`config.mk`:
```
export PLATFORM = sky130hd
export DESIGN_NAME = gatq_fifo
export DESIGN_NICKNAME = d
export VERILOG_FILES = /design/src/gatq_pkg.sv /design/src/gatq_fifo.sv
export SDC_FILE = /design/constraint.sdc
export NUM_CORES = 1
export LEC_CHECK = 0
export ABC_AREA = 1
export BUFFER_PORTS_ARGS = -buffer_cell sky130_fd_sc_hd__buf_2
export CORE_MARGIN = 2
export CORE_UTILIZATION = 45
export CTS_CLUSTER_DIAMETER = 150
export DETAILED_ROUTE_END_ITERATION = 8
export MAX_ROUTING_LAYER = met4
export PLACE_DENSITY_LB_ADDON = 0.25
export REMOVE_ABC_BUFFERS = 1
export SETUP_SLACK_MARGIN = 0.3
export SYNTH_ARGS = -nofsm -noshare
export SYNTH_HDL_FRONTEND = slang
export SYNTH_SLANG_ARGS = --single-unit
```
`constraint.sdc`:
```
create_clock -name clk -period 11.3 [get_ports clk]
set_clock_uncertainty 0.1 [all_clocks]
set_input_delay 1.13 -clock clk [delete_from_list [all_inputs] [get_ports clk]]
set_output_delay 1.13 -clock clk [all_outputs]
set_load 0.05 [all_outputs]
```
`src/gatq_pkg.sv`:
```
// ----------------------------------------------------------------------------
// gatq_pkg: glyph atlas packer and text quads, shared definitions
// Types, codes, reset values and saturation helpers used by the unit.
// ----------------------------------------------------------------------------
package gatq_pkg;

	localparam int GLYPH_TABLE_DEPTH = 128;
	localparam int QUEUE_DEPTH       = 2;
	localparam int NUM_VERTS         = 6;

	localparam logic [12:0] MAX_ROW_WIDTH_RST = 13'd1024;
	localparam logic [9:0]  LINE_HEIGHT_RST   = 10'd16;
	localparam logic [9:0]  FONT_SIZE_RST     = 10'd16;

	localparam logic [7:0]  CODE_NEWLINE = 8'd10;

	localparam logic [12:0] U_MAX = 13'h1FFF;
	localparam logic [14:0] V_MAX = 15'h7FFF;

	// vertex order (L,T) (R,T) (L,B) (R,T) (L,B) (R,B)
	localparam logic [NUM_VERTS-1:0] VTX_RIGHT  = 6'b101010;
	localparam logic [NUM_VERTS-1:0] VTX_BOTTOM = 6'b110100;
	localparam logic [2:0]           VTX_LAST   = 3'(NUM_VERTS - 1);

	typedef enum logic [1:0] {
		ACT_CLEAR  = 2'd0,
		ACT_LOAD   = 2'd1,
		ACT_BEGIN  = 2'd2,
		ACT_RENDER = 2'd3
	} action_t;

	typedef enum logic [1:0] {
		REG_MAX_ROW_WIDTH = 2'd0,
		REG_LINE_HEIGHT   = 2'd1,
		REG_FONT_SIZE     = 2'd2
	} reg_idx_t;

	typedef enum logic [2:0] {
		OP_CLEAR,
		OP_LOAD,
		OP_BEGIN,
		OP_NEWLINE,
		OP_GLYPH
	} op_t;

	typedef enum logic [2:0] {
		ST_IDLE,
		ST_EXEC,
		ST_STATUS,
		ST_CALC,
		ST_EMIT
	} state_t;

	typedef struct packed {
		op_t               op;
		logic              store;
		logic [7:0]        code;
		logic [7:0]        bw;
		logic [7:0]        bh;
		logic signed [8:0] bl;
		logic signed [8:0] bt;
		logic signed [9:0] ax;
		logic signed [9:0] ay;
	} item_t;

	typedef struct packed {
		logic signed [9:0] ax;
		logic signed [9:0] ay;
		logic [7:0]        bw;
		logic [7:0]        bh;
		logic signed [8:0] bl;
		logic signed [8:0] bt;
		logic [12:0]       u;
		logic [14:0]       v;
	} glyph_t;

	typedef struct packed {
		logic               is_vertex;
		logic               last;
		logic signed [19:0] vertex_x;
		logic signed [19:0] vertex_y;
		logic [12:0]        tex_u;
		logic [14:0]        tex_v;
		logic [12:0]        used_width;
		logic [14:0]        used_height;
	} res_t;

	function automatic logic signed [19:0] sat_pos(input logic signed [21:0] val);
		if (val > 22'sd524287) begin
			return 20'sh7FFFF;
		end else if (val < -22'sd524288) begin
			return 20'sh80000;
		end
		return val[19:0];
	endfunction

	function automatic logic [12:0] sat_u(input logic [13:0] val);
		return val[13] ? U_MAX : val[12:0];
	endfunction

	function automatic logic [14:0] sat_v(input logic [15:0] val);
		return val[15] ? V_MAX : val[14:0];
	endfunction

endpackage

```
`src/gatq_fifo.sv`:
```
// ----------------------------------------------------------------------------
// gatq_fifo: operation queue
// Short first-in first-out queue between intake and execution.
// ----------------------------------------------------------------------------
module gatq_fifo #(
	parameter int DEPTH = gatq_pkg::QUEUE_DEPTH
) (
	input  logic            clk,
	input  logic            arst_n,
	input  logic            push,
	input  gatq_pkg::item_t push_item,
	output logic            full,
	input  logic            pop,
	output gatq_pkg::item_t pop_item,
	output logic            empty
);

	localparam int PTR_W = (DEPTH > 1) ? $clog2(DEPTH) : 1;
	localparam int CNT_W = $clog2(DEPTH + 1);

	gatq_pkg::item_t slot_q [DEPTH];
	logic [PTR_W-1:0] wr_ptr_q;
	logic [PTR_W-1:0] rd_ptr_q;
	logic [CNT_W-1:0] count_q;

	assign full     = count_q == CNT_W'(DEPTH);
	assign empty    = count_q == '0;
	assign pop_item = slot_q[rd_ptr_q];

	always_ff @(posedge clk) begin
		if (push) begin
			slot_q[wr_ptr_q] <= push_item;
		end
	end

	always_ff @(posedge clk or negedge arst_n) begin
		if (!arst_n) begin
			wr_ptr_q <= '0;
			rd_ptr_q <= '0;
			count_q  <= '0;
		end else begin
			if (push) begin
				wr_ptr_q <= (wr_ptr_q == PTR_W'(DEPTH - 1)) ? '0 : wr_ptr_q + 1'b1;
			end
			if (pop) begin
				rd_ptr_q <= (rd_ptr_q == PTR_W'(DEPTH - 1)) ? '0 : rd_ptr_q + 1'b1;
			end
			if (push && !pop) begin
				count_q <= count_q + 1'b1;
			end else if (pop && !push) begin
				count_q <= count_q - 1'b1;
			end
		end
	end

	a_count_bound: assert property (@(posedge clk) disable iff (!arst_n)
		count_q <= CNT_W'(DEPTH))
		else $error("queue count beyond depth");

	a_no_overrun: assert property (@(posedge clk) disable iff (!arst_n)
		!(push && full) && !(pop && empty))
		else $error("queue pushed when full or popped when empty");

endmodule

```
==> reports/qor.yml <==
run_status:
  status: "complete, no violations"
placement:
  port_buffers: 137
  dp_hpwl_mm: 5.310
  place_inst: 502
  gp_congestion: 0.6653
worst_setup_path:
  critical_path_class: "flip-flop to primary output"
  start_kind: "flip-flop"
  cp_data_required_time_ns: 10.07
  arrival_ns: 2.25
  end_kind: "primary output"
  worstPathCellList: "mux2_2 -> buf_2"
  max_stage_delay_ns: 1.14
  slowest_stage: "dfrtp_4"
  path_max_fanout: 67
  r2r_slack_ns: 9.08
cts:
  clock_tree.root_cell: "clkbuf_16"
  clockBufferDepth: 2
  cts_max_level: 4
  cts_made_buffers: 17
  post_cts_resized: 0
  cts.sinks: 136
  postCtsSetupRepairBufs: 0
  hold_buffers: 0
  clk_pin_slew_worst_paths_ns: 0.06
  clk_latency_ns: 0.40
  cts_tree: "built"
global_routing:
  grt_pass1_wl_mm: 12.53
  track_usage: 0.1493
  grt_pass1_vias: 2574
  antenna_found_initial: 1
  grt_max_degree: 68
  grt-ovfl-total: 0
sta:
  drv_slew: 0
  fin_setup_tns_ns: 0
  finalSetupViolCount: 0
  final_min_period_over_clock_period: 0.3082
  worst_pin_slew_ns: 1.079
  finalHoldViolCount: 0
  timing.fmax_mhz: 287.1
  min_period_ns: 3.483
  maxSlewHeadroom: 0.2805
  rsz0062_at_grt: "false"
floorplan:
  die_x_um: 110.3
  fp.coreArea_um2: 10940
  ios: 138
  dieArea_um2: 12160
  die_h_um: 110.3
  initial_core_util: 0.4648
  row_count: 38
layout:
  final_common_cell: "buf_2"
  multiInputGateArea_um2: 943.4
  syn_to_final_growth_pct: 28.39
  nets: 452
  register_area_um2: 4068
  final_cell_mix: "buf_2 (137), edfxtp_1 (132), mux2_2 (36), mux2_4 (30), clkbuf_16 (17)"
  fill_cells: 844
  layout-drive-gt1-share: 0.6015
  fin_cells: 535
logic_synthesis:
  synth.distinct_cells: 15
  ys_seq_area_frac: 0.7996
  ys_seq_elements: 136
  syn_area_per_cell_um2: 22.10
  syn_area_um2: 5082
  syn_inst: 230
  yosysWarnings: 0
worst_hold_path:
  hp-class: "input port to async pin"
power:
  ir_worst_vdd_mv: 0.2379
  powerDensity_nw_per_um2: 311.6
  leakage_uw: 0.002595
routing:
  dr.pass1.iters: 4
  num_vias: 2559
  avgViaCountPerCell: 4.783
  avgRoutedWirePerCell_um: 15.73
  drcViolationCount: 0
  drt-total-wl_mm: 8.414
  drtAntennaViolNets: 0
  drt_iter0_markers: 106
job:
  maxCapViolCount: 0
[worst max-delay path, delay by kind of cell, from the launching register on]
kind | cells | cell delay [ns]
buffers and inverters | 1 | 0.22
DFF | 1 | 1.14
muxes | 1 | 0.45
[cell usage after synthesis (all sizes together)]
cell,count,area share
buf,7,0.011
dfrtp,4,0.020
edfxtp,132,0.78
ha,1,0.0025
inv,7,0.0052
mux2,66,0.17
nand2,5,0.0037
nand3,1,0.00098
nand4,1,0.0012
nor2,3,0.0022
xnor2,1,0.0017
xor2,2,0.0034
[through the flow]
step                cell area [um^2]  setup WS (ns)  total power (uW)  utilization  hold slack, ns
finish                          6525          7.817              2033       0.5967          0.4253
global route                    6525          7.700              2120       0.5967          0.4074
CTS                             6523          7.786              2058       0.5965          0.4110
detailed placement              5913          8.162              1493       0.5407          0.4247
global placement                5913          8.202              1486       0.5407          0.3777
floorplan                       5026          6.770              1345            -          0.3631
[sequential cells by signal, summed over array words and instances, names as in the netlist]
name and cells:
slot_q 132, count_q 2, rd_ptr_q 1, wr_ptr_q 1
[metal layers]
layer / part of all wire / up-vias / wire, um / track usage
met5: 0 / - / 0 / -
met4: 0.012 / 0 / 104 / 0.06161
met1: 0.42 / 1241 / 3502 / 0.1770
met3: 0.084 / 11 / 704 / 0.05938
met2: 0.49 / 100 / 4103 / 0.2287
li1: - / 1207 / - / -
[area by class of cell]
cell class,instances,area share
diodes,1,0.0003835
clock buffers,18,0.06577
clock inverters,14,0.02761
inverters,7,0.004027
multi-input cells,80,0.1446
flip-flops and latches,136,0.6234
well taps,140,0.02685
repair buffers,139,0.1074
[worst paths after layout]
| path | startpoint | to | cells past startpoint |
|---|---|---|---|
| worst max-delay path | rd_ptr_q | pop_item[36] | 2 |
| worst min-delay path | arst_n | rd_ptr_q | 1 |
| worst max register to register | wr_ptr_q | slot_q[0][4] | 2 |
| worst min register to register | count_q[1] | count_q[1] | 2 |
| max in group asynchronous | arst_n | rd_ptr_q | 1 |
| min in group clk | count_q[1] | count_q[1] | 2 |
[cells by family after synthesis]
kind of cell / count (synthesis) / share of synthesized area
flops: 136 / 0.7996
mux: 66 / 0.1684
buf+inv: 14 / 0.01625
simple gates: 10 / 0.008124
xor+xnor: 3 / 0.005171
fa+ha+maj: 1 / 0.002461
[power by group]
| part | switching [uW] | internal, uW | total (uW) |
|---|---|---|---|
| clock network | 193 | 366 | 560 |
| registers | 81.7 | 671 | 753 |
| logic | 496 | 225 | 721 |
| total | 771 | 1260 | 2030 |
No activity file was read; power rests on OpenSTA's default activity.
