## src/gatq_pkg.sv

```systemverilog
// ----------------------------------------------------------------------------
// gatq_pkg: glyph atlas packer and text quads, shared definitions
// Types, codes, reset values and saturation helpers used by the unit.
// ----------------------------------------------------------------------------
package gatq_pkg;

	localparam int GLYPH_TABLE_DEPTH = 128;
	localparam int QUEUE_DEPTH       = 2;
	localparam int NUM_VERTS         = 6;

	localparam logic [12:0] MAX_ROW_WIDTH_RST = 13'd1024;
	localparam logic [9:0]  LINE_HEIGHT_RST   = 10'd16;
	localparam logic [9:0]  FONT_SIZE_RST     = 10'd16;

	localparam logic [7:0]  CODE_NEWLINE = 8'd10;

	localparam logic [12:0] U_MAX = 13'h1FFF;
	localparam logic [14:0] V_MAX = 15'h7FFF;

	// vertex order (L,T) (R,T) (L,B) (R,T) (L,B) (R,B)
	localparam logic [NUM_VERTS-1:0] VTX_RIGHT  = 6'b101010;
	localparam logic [NUM_VERTS-1:0] VTX_BOTTOM = 6'b110100;
	localparam logic [2:0]           VTX_LAST   = 3'(NUM_VERTS - 1);

	typedef enum logic [1:0] {
		ACT_CLEAR  = 2'd0,
		ACT_LOAD   = 2'd1,
		ACT_BEGIN  = 2'd2,
		ACT_RENDER = 2'd3
	} action_t;

	typedef enum logic [1:0] {
		REG_MAX_ROW_WIDTH = 2'd0,
		REG_LINE_HEIGHT   = 2'd1,
		REG_FONT_SIZE     = 2'd2
	} reg_idx_t;

	typedef enum logic [2:0] {
		OP_CLEAR,
		OP_LOAD,
		OP_BEGIN,
		OP_NEWLINE,
		OP_GLYPH
	} op_t;

	typedef enum logic [2:0] {
		ST_IDLE,
		ST_EXEC,
		ST_STATUS,
		ST_CALC,
		ST_EMIT
	} state_t;

	typedef struct packed {
		op_t               op;
		logic              store;
		logic [7:0]        code;
		logic [7:0]        bw;
		logic [7:0]        bh;
		logic signed [8:0] bl;
		logic signed [8:0] bt;
		logic signed [9:0] ax;
		logic signed [9:0] ay;
	} item_t;

	typedef struct packed {
		logic signed [9:0] ax;
		logic signed [9:0] ay;
		logic [7:0]        bw;
		logic [7:0]        bh;
		logic signed [8:0] bl;
		logic signed [8:0] bt;
		logic [12:0]       u;
		logic [14:0]       v;
	} glyph_t;

	typedef struct packed {
		logic               is_vertex;
		logic               last;
		logic signed [19:0] vertex_x;
		logic signed [19:0] vertex_y;
		logic [12:0]        tex_u;
		logic [14:0]        tex_v;
		logic [12:0]        used_width;
		logic [14:0]        used_height;
	} res_t;

	function automatic logic signed [19:0] sat_pos(input logic signed [21:0] val);
		if (val > 22'sd524287) begin
			return 20'sh7FFFF;
		end else if (val < -22'sd524288) begin
			return 20'sh80000;
		end
		return val[19:0];
	endfunction

	function automatic logic [12:0] sat_u(input logic [13:0] val);
		return val[13] ? U_MAX : val[12:0];
	endfunction

	function automatic logic [14:0] sat_v(input logic [15:0] val);
		return val[15] ? V_MAX : val[14:0];
	endfunction

endpackage

```

## src/gatq_in_if.sv

```systemverilog
// ----------------------------------------------------------------------------
// gatq_in_if: input item channel
// Valid/ready channel carrying one atlas clear, glyph load or text item.
// ----------------------------------------------------------------------------
interface gatq_in_if;
	logic               valid;
	logic               ready;
	logic [1:0]         action;
	logic [7:0]         char_code;
	logic [7:0]         glyph_width;
	logic [7:0]         glyph_rows;
	logic signed [8:0]  bearing_left;
	logic signed [8:0]  bearing_top;
	logic signed [15:0] advance_x_raw;
	logic signed [15:0] advance_y_raw;

	modport source(
		output valid, action, char_code, glyph_width, glyph_rows,
		output bearing_left, bearing_top, advance_x_raw, advance_y_raw,
		input  ready
	);
	modport sink(
		input  valid, action, char_code, glyph_width, glyph_rows,
		input  bearing_left, bearing_top, advance_x_raw, advance_y_raw,
		output ready
	);
endinterface

```

## src/gatq_front.sv

```systemverilog
// ----------------------------------------------------------------------------
// gatq_front: item intake and classification
// Decodes each accepted item into an operation and drops renders that
// cannot produce anything or change any state.
// ----------------------------------------------------------------------------
module gatq_front #(
	parameter int TABLE_DEPTH = gatq_pkg::GLYPH_TABLE_DEPTH
) (
	gatq_in_if.sink          req,
	input  logic             full,
	output logic             push,
	output gatq_pkg::item_t  push_item
);

	logic in_table;
	logic keep;

	assign in_table  = {1'b0, req.char_code} < 9'(TABLE_DEPTH);
	assign req.ready = !full;
	assign push      = req.valid && !full && keep;

	always_comb begin
		push_item       = '0;
		push_item.store = in_table;
		push_item.code  = req.char_code;
		push_item.bw    = req.glyph_width;
		push_item.bh    = req.glyph_rows;
		push_item.bl    = req.bearing_left;
		push_item.bt    = req.bearing_top;
		push_item.ax    = req.advance_x_raw[15:6];
		push_item.ay    = req.advance_y_raw[15:6];
		keep            = 1'b1;
		unique case (gatq_pkg::action_t'(req.action))
			gatq_pkg::ACT_CLEAR: begin
				push_item.op = gatq_pkg::OP_CLEAR;
			end
			gatq_pkg::ACT_LOAD: begin
				push_item.op = gatq_pkg::OP_LOAD;
			end
			gatq_pkg::ACT_BEGIN: begin
				push_item.op = gatq_pkg::OP_BEGIN;
			end
			gatq_pkg::ACT_RENDER: begin
				if (req.char_code == gatq_pkg::CODE_NEWLINE) begin
					push_item.op = gatq_pkg::OP_NEWLINE;
				end else begin
					push_item.op = gatq_pkg::OP_GLYPH;
					keep         = in_table && !req.char_code[7];
				end
			end
			default: begin
				push_item.op = gatq_pkg::OP_CLEAR;
			end
		endcase
	end

endmodule

```

## src/flat_wrapper.sv

```systemverilog
// flat-port wrapper written by rule: the top's interface ports become plain ports
module gatq_front_flat 
#(
	parameter int TABLE_DEPTH = gatq_pkg::GLYPH_TABLE_DEPTH
)
  (full, push, push_item, req_valid, req_action, req_char_code, req_glyph_width, req_glyph_rows, req_bearing_left, req_bearing_top, req_advance_x_raw, req_advance_y_raw, req_ready);
  gatq_in_if req_i ();
  input  logic full;
  output logic push;
  output gatq_pkg::item_t push_item;
  input wire logic [$bits(req_i.valid)-1:0] req_valid;
  input wire logic [$bits(req_i.action)-1:0] req_action;
  input wire logic [$bits(req_i.char_code)-1:0] req_char_code;
  input wire logic [$bits(req_i.glyph_width)-1:0] req_glyph_width;
  input wire logic [$bits(req_i.glyph_rows)-1:0] req_glyph_rows;
  input wire logic [$bits(req_i.bearing_left)-1:0] req_bearing_left;
  input wire logic [$bits(req_i.bearing_top)-1:0] req_bearing_top;
  input wire logic [$bits(req_i.advance_x_raw)-1:0] req_advance_x_raw;
  input wire logic [$bits(req_i.advance_y_raw)-1:0] req_advance_y_raw;
  output wire logic [$bits(req_i.ready)-1:0] req_ready;
  assign req_i.valid = req_valid;
  assign req_i.action = req_action;
  assign req_i.char_code = req_char_code;
  assign req_i.glyph_width = req_glyph_width;
  assign req_i.glyph_rows = req_glyph_rows;
  assign req_i.bearing_left = req_bearing_left;
  assign req_i.bearing_top = req_bearing_top;
  assign req_i.advance_x_raw = req_advance_x_raw;
  assign req_i.advance_y_raw = req_advance_y_raw;
  assign req_ready = req_i.ready;
  gatq_front #(.TABLE_DEPTH(TABLE_DEPTH)) u_core (.req(req_i), .full(full), .push(push), .push_item(push_item));
endmodule
```

## config.mk

```make
export PLATFORM = sky130hd
export DESIGN_NAME = gatq_front_flat
export DESIGN_NICKNAME = d
export VERILOG_FILES = /design/src/gatq_pkg.sv /design/src/gatq_in_if.sv /design/src/gatq_front.sv /design/src/flat_wrapper.sv
export SDC_FILE = /design/constraint.sdc
export NUM_CORES = 1
export LEC_CHECK = 0
export BUFFER_PORTS_ARGS = -buffer_cell sky130_fd_sc_hd__buf_2
export CAP_MARGIN = 15
export CORE_AREA = 2 2 56 58
export DETAILED_ROUTE_END_ITERATION = 8
export DIE_AREA = 0 0 58 60
export GPL_ROUTABILITY_DRIVEN = 1
export PLACE_DENSITY = 0.77
export SLEW_MARGIN = 20
export SYNTH_ARGS = -nofsm -noshare
export SYNTH_HDL_FRONTEND = slang
export SYNTH_SLANG_ARGS = --single-unit
```

## constraint.sdc

```tcl
create_clock -name vclk -period 0.96
set_input_delay 0.192 -clock vclk [all_inputs]
set_output_delay 0.192 -clock vclk [all_outputs]
set_load 0.03 [all_outputs]
```

==> key figures <==
Timing
  • Fin crit share: 123.7%
  • Setup tns final: -659.8 ps
  • Peak Freq: approximately 840 MHz
  • Min Tclk post-route: 1187 ps
  • Max Slew Vio Count: 0
  • Final setup violation count: 3
  • Final worst slack: -227.3 ps
  • RSZ-0062 raised after global routing: yes
  • WHS: about 380 ps
  • Worst-margin pin slew: roughly 250 ps
  • Fin. Hold Viols: 0
  • Slew HR: between 80 and 90%

Global route
  • Vias in the first global route: around 270
  • Initial antenna violation count: 0
  • GRT overflow: 0
  • First-pass GRT wire length: approximately 1200 um
  • Pin count of the biggest net entering global routing: 5
  • Global Route Usage Sum: 4.552%

Status
  • Status: finished with violations
  • Violated checks: negative setup slack

Worst hold path
  • Hold Path Class: input pin to output port
  • WHS Endpoint: push_item[28]
  • Min-delay src: req_bearing_top[8]
  • Hold path cells: 0

Die
  • Die footprint: 3480 um2
  • DIE WIDTH: between 50 and 60 um
  • Ports: between 100 and 150
  • Core area: around 2900 um2
  • Initial Utilization: between 10% and 20%
  • Rows: 20
  • Die Y: 60 um

Detailed routing
  • Routed vias/inst: 3.681
  • Drt wl/cell: approximately 13 um
  • Post-route ant nets: 0
  • Post-route DRC violation count: 0
  • Initial DRC Count: 1
  • First drt pass iteration count: 2
  • Vias: 254
  • WL final: roughly 900 um

Synth
  • Area share of fa/ha/maj cells after synthesis: 0%
  • Largest family of logic cells by synthesized area: buffers and inverters
  • Post-synthesis compound-gate area fraction: 2.771%
  • Synth warnings: 0
  • Post-synth net total: 151
  • Top-count cell post-synth: buf_4
  • Proportion of synthesized area in mux cells: 0%
  • Post-Synth XOR/XNOR Area: 0%
  • Synth top area share: approximately 87%
  • Ranking of synthesized cells by area: buf_4 87%, a21boi_1 2.8%, and3_1 2.3%
  • Mapped Avg Cell Area: roughly 7.4 um2
  • Yosys cell types: 8
  • Simple-Gate Fraction of Synth Area: under 10%
  • Post-Syn Area: ~540 um2
  • Post-Synthesis Cells: 73
  • Synth area leader: buf_4
  • Commonest cells in the netlist: 63 x buf_4, 2 x a21boi_1, 2 x and3_1, 2 x inv_1
  • Seq/Total Area, Yosys: 0%

Job
  • MaxCap Viol Count: 0

Power
  • Switching power of the nets: between 0.1 and 0.15 mW
  • VDD IR max: roughly 0.11 mV
  • Clk pwr share: 0%
  • Sw frac: approximately 58%
  • Static Leak: roughly 0.18 nW
  • Overall power: about 0.18 mW
  • Gate power share: between 90% and 100%
  • Pwr/cell area: about 540 nW/um2
  • Reg power frac: 0%
  • Pint: 0.07546 mW

Worst setup path
  • CP Data Required Time: approximately 770 ps
  • Kind of critical path: input pin to output port
  • Crit Path Max Fanout: 3
  • Worst setup EP type: output port
  • Critical Path AT: 1000 ps
  • Type of origin of the critical path: input pin

Final layout
  • CLK BUF: 0
  • Share of layout cells above drive strength 1: between 90% and 100%
  • FILL cells: roughly 330
  • Post-Route Utilization: between 10% and 20%
  • Total Nets Final: 116
  • Num sequential: 0
  • Antenna diodes: 0
  • Final std cells w/o fill: between 60 and 70
  • Synth-to-layout area growth: -39.03%
  • Storage element area: 0 um2

Placed design
  • Routability cong.: approximately 0.44
  • Buffers on Ports: 26
  • Placed cell count: 69

Clocking
  • # hold bufs at CTS: 0
## per-stage QoR
step | area [um2] | setup WS (ps)
after floorplan | 581.8 | -64.88
after global placement | 280.3 | -301.2
after detailed placement | 280.3 | -312.5
after CTS | 326.6 | -230.7
after global routing | 330.3 | -270.0
final | 330.3 | -227.3
## cell families after synthesis
| group | count (synthesis) |
|---|---|
| AND/OR/NAND/NOR | 6 |
| buffers and inverters | 65 |
| AO/OA/AOI/OAI | 2 |
## worst max-delay path by stage
stage | depth (start not counted) | startpoint | endpoint | slack [ps]
finish | 5 | req_char_code[6] | push_item[65] | -230
floorplan | 3 | req_char_code[5] | push_item[63] | -60
detailed placement | 5 | req_char_code[5] | push_item[65] | -310
global placement | 5 | req_char_code[5] | push_item[65] | -300
global route | 5 | req_char_code[6] | push_item[64] | -270
CTS | 5 | req_char_code[6] | push_item[65] | -230
## power groups by stage
stage | logic [mW] | registers (mW) | clock network (mW)
after floorplan | 0.538 | 0 | 0
after global placement | 0.155 | 0 | 0
after detailed placement | 0.157 | 0 | 0
after CTS | 0.178 | 0 | 0
after global routing | 0.187 | 0 | 0
final | 0.178 | 0 | 0
## layout make-up
class | count | area (um2) | share of cell area [%]
Tap cell | 33 | 41.29 | 12.50
Timing Repair Buffer | 26 | 175.2 | 53.03
Inverter | 2 | 7.507 | 2.273
Multi-Input combinational cell | 8 | 106.4 | 32.20
## metal layers
layer | up-vias | part of all wire [%] | wire length [um] | global-route usage, %
met2 | 42 | 39 | 356 | 7.143
met3 | 30 | 22 | 201 | 2.381
met1 | 93 | 17 | 155 | 1.673
li1 | 89 | - | - | -
met5 | - | 0 | 0 | 0
met4 | 0 | 21 | 195 | 10.96
## critical path: stages
cell and delay [ps]:
buf_8 100, nor4_4 310, nand2_4 110, and3_4 160
buf_6 130
## cells in the final DEF, fill, tap and decap left out
cell type	instances
nor4_4	1
buf_8	1
buf_4	4
inv_1	2
buf_2	17
nand3_1	1
nand2_4	1
a21boi_4	2
and3_2	1
and3_4	1
and4bb_2	1
buf_6	4
## repair_timing
item,4_1_cts,5_1_grt
pin swaps,3,0
endpoints found under the hold margin,0,0
resized for setup,13,1
setup buffers,0,0
setup endpoints to repair,4,3
Power figures use the tool's default switching activity.
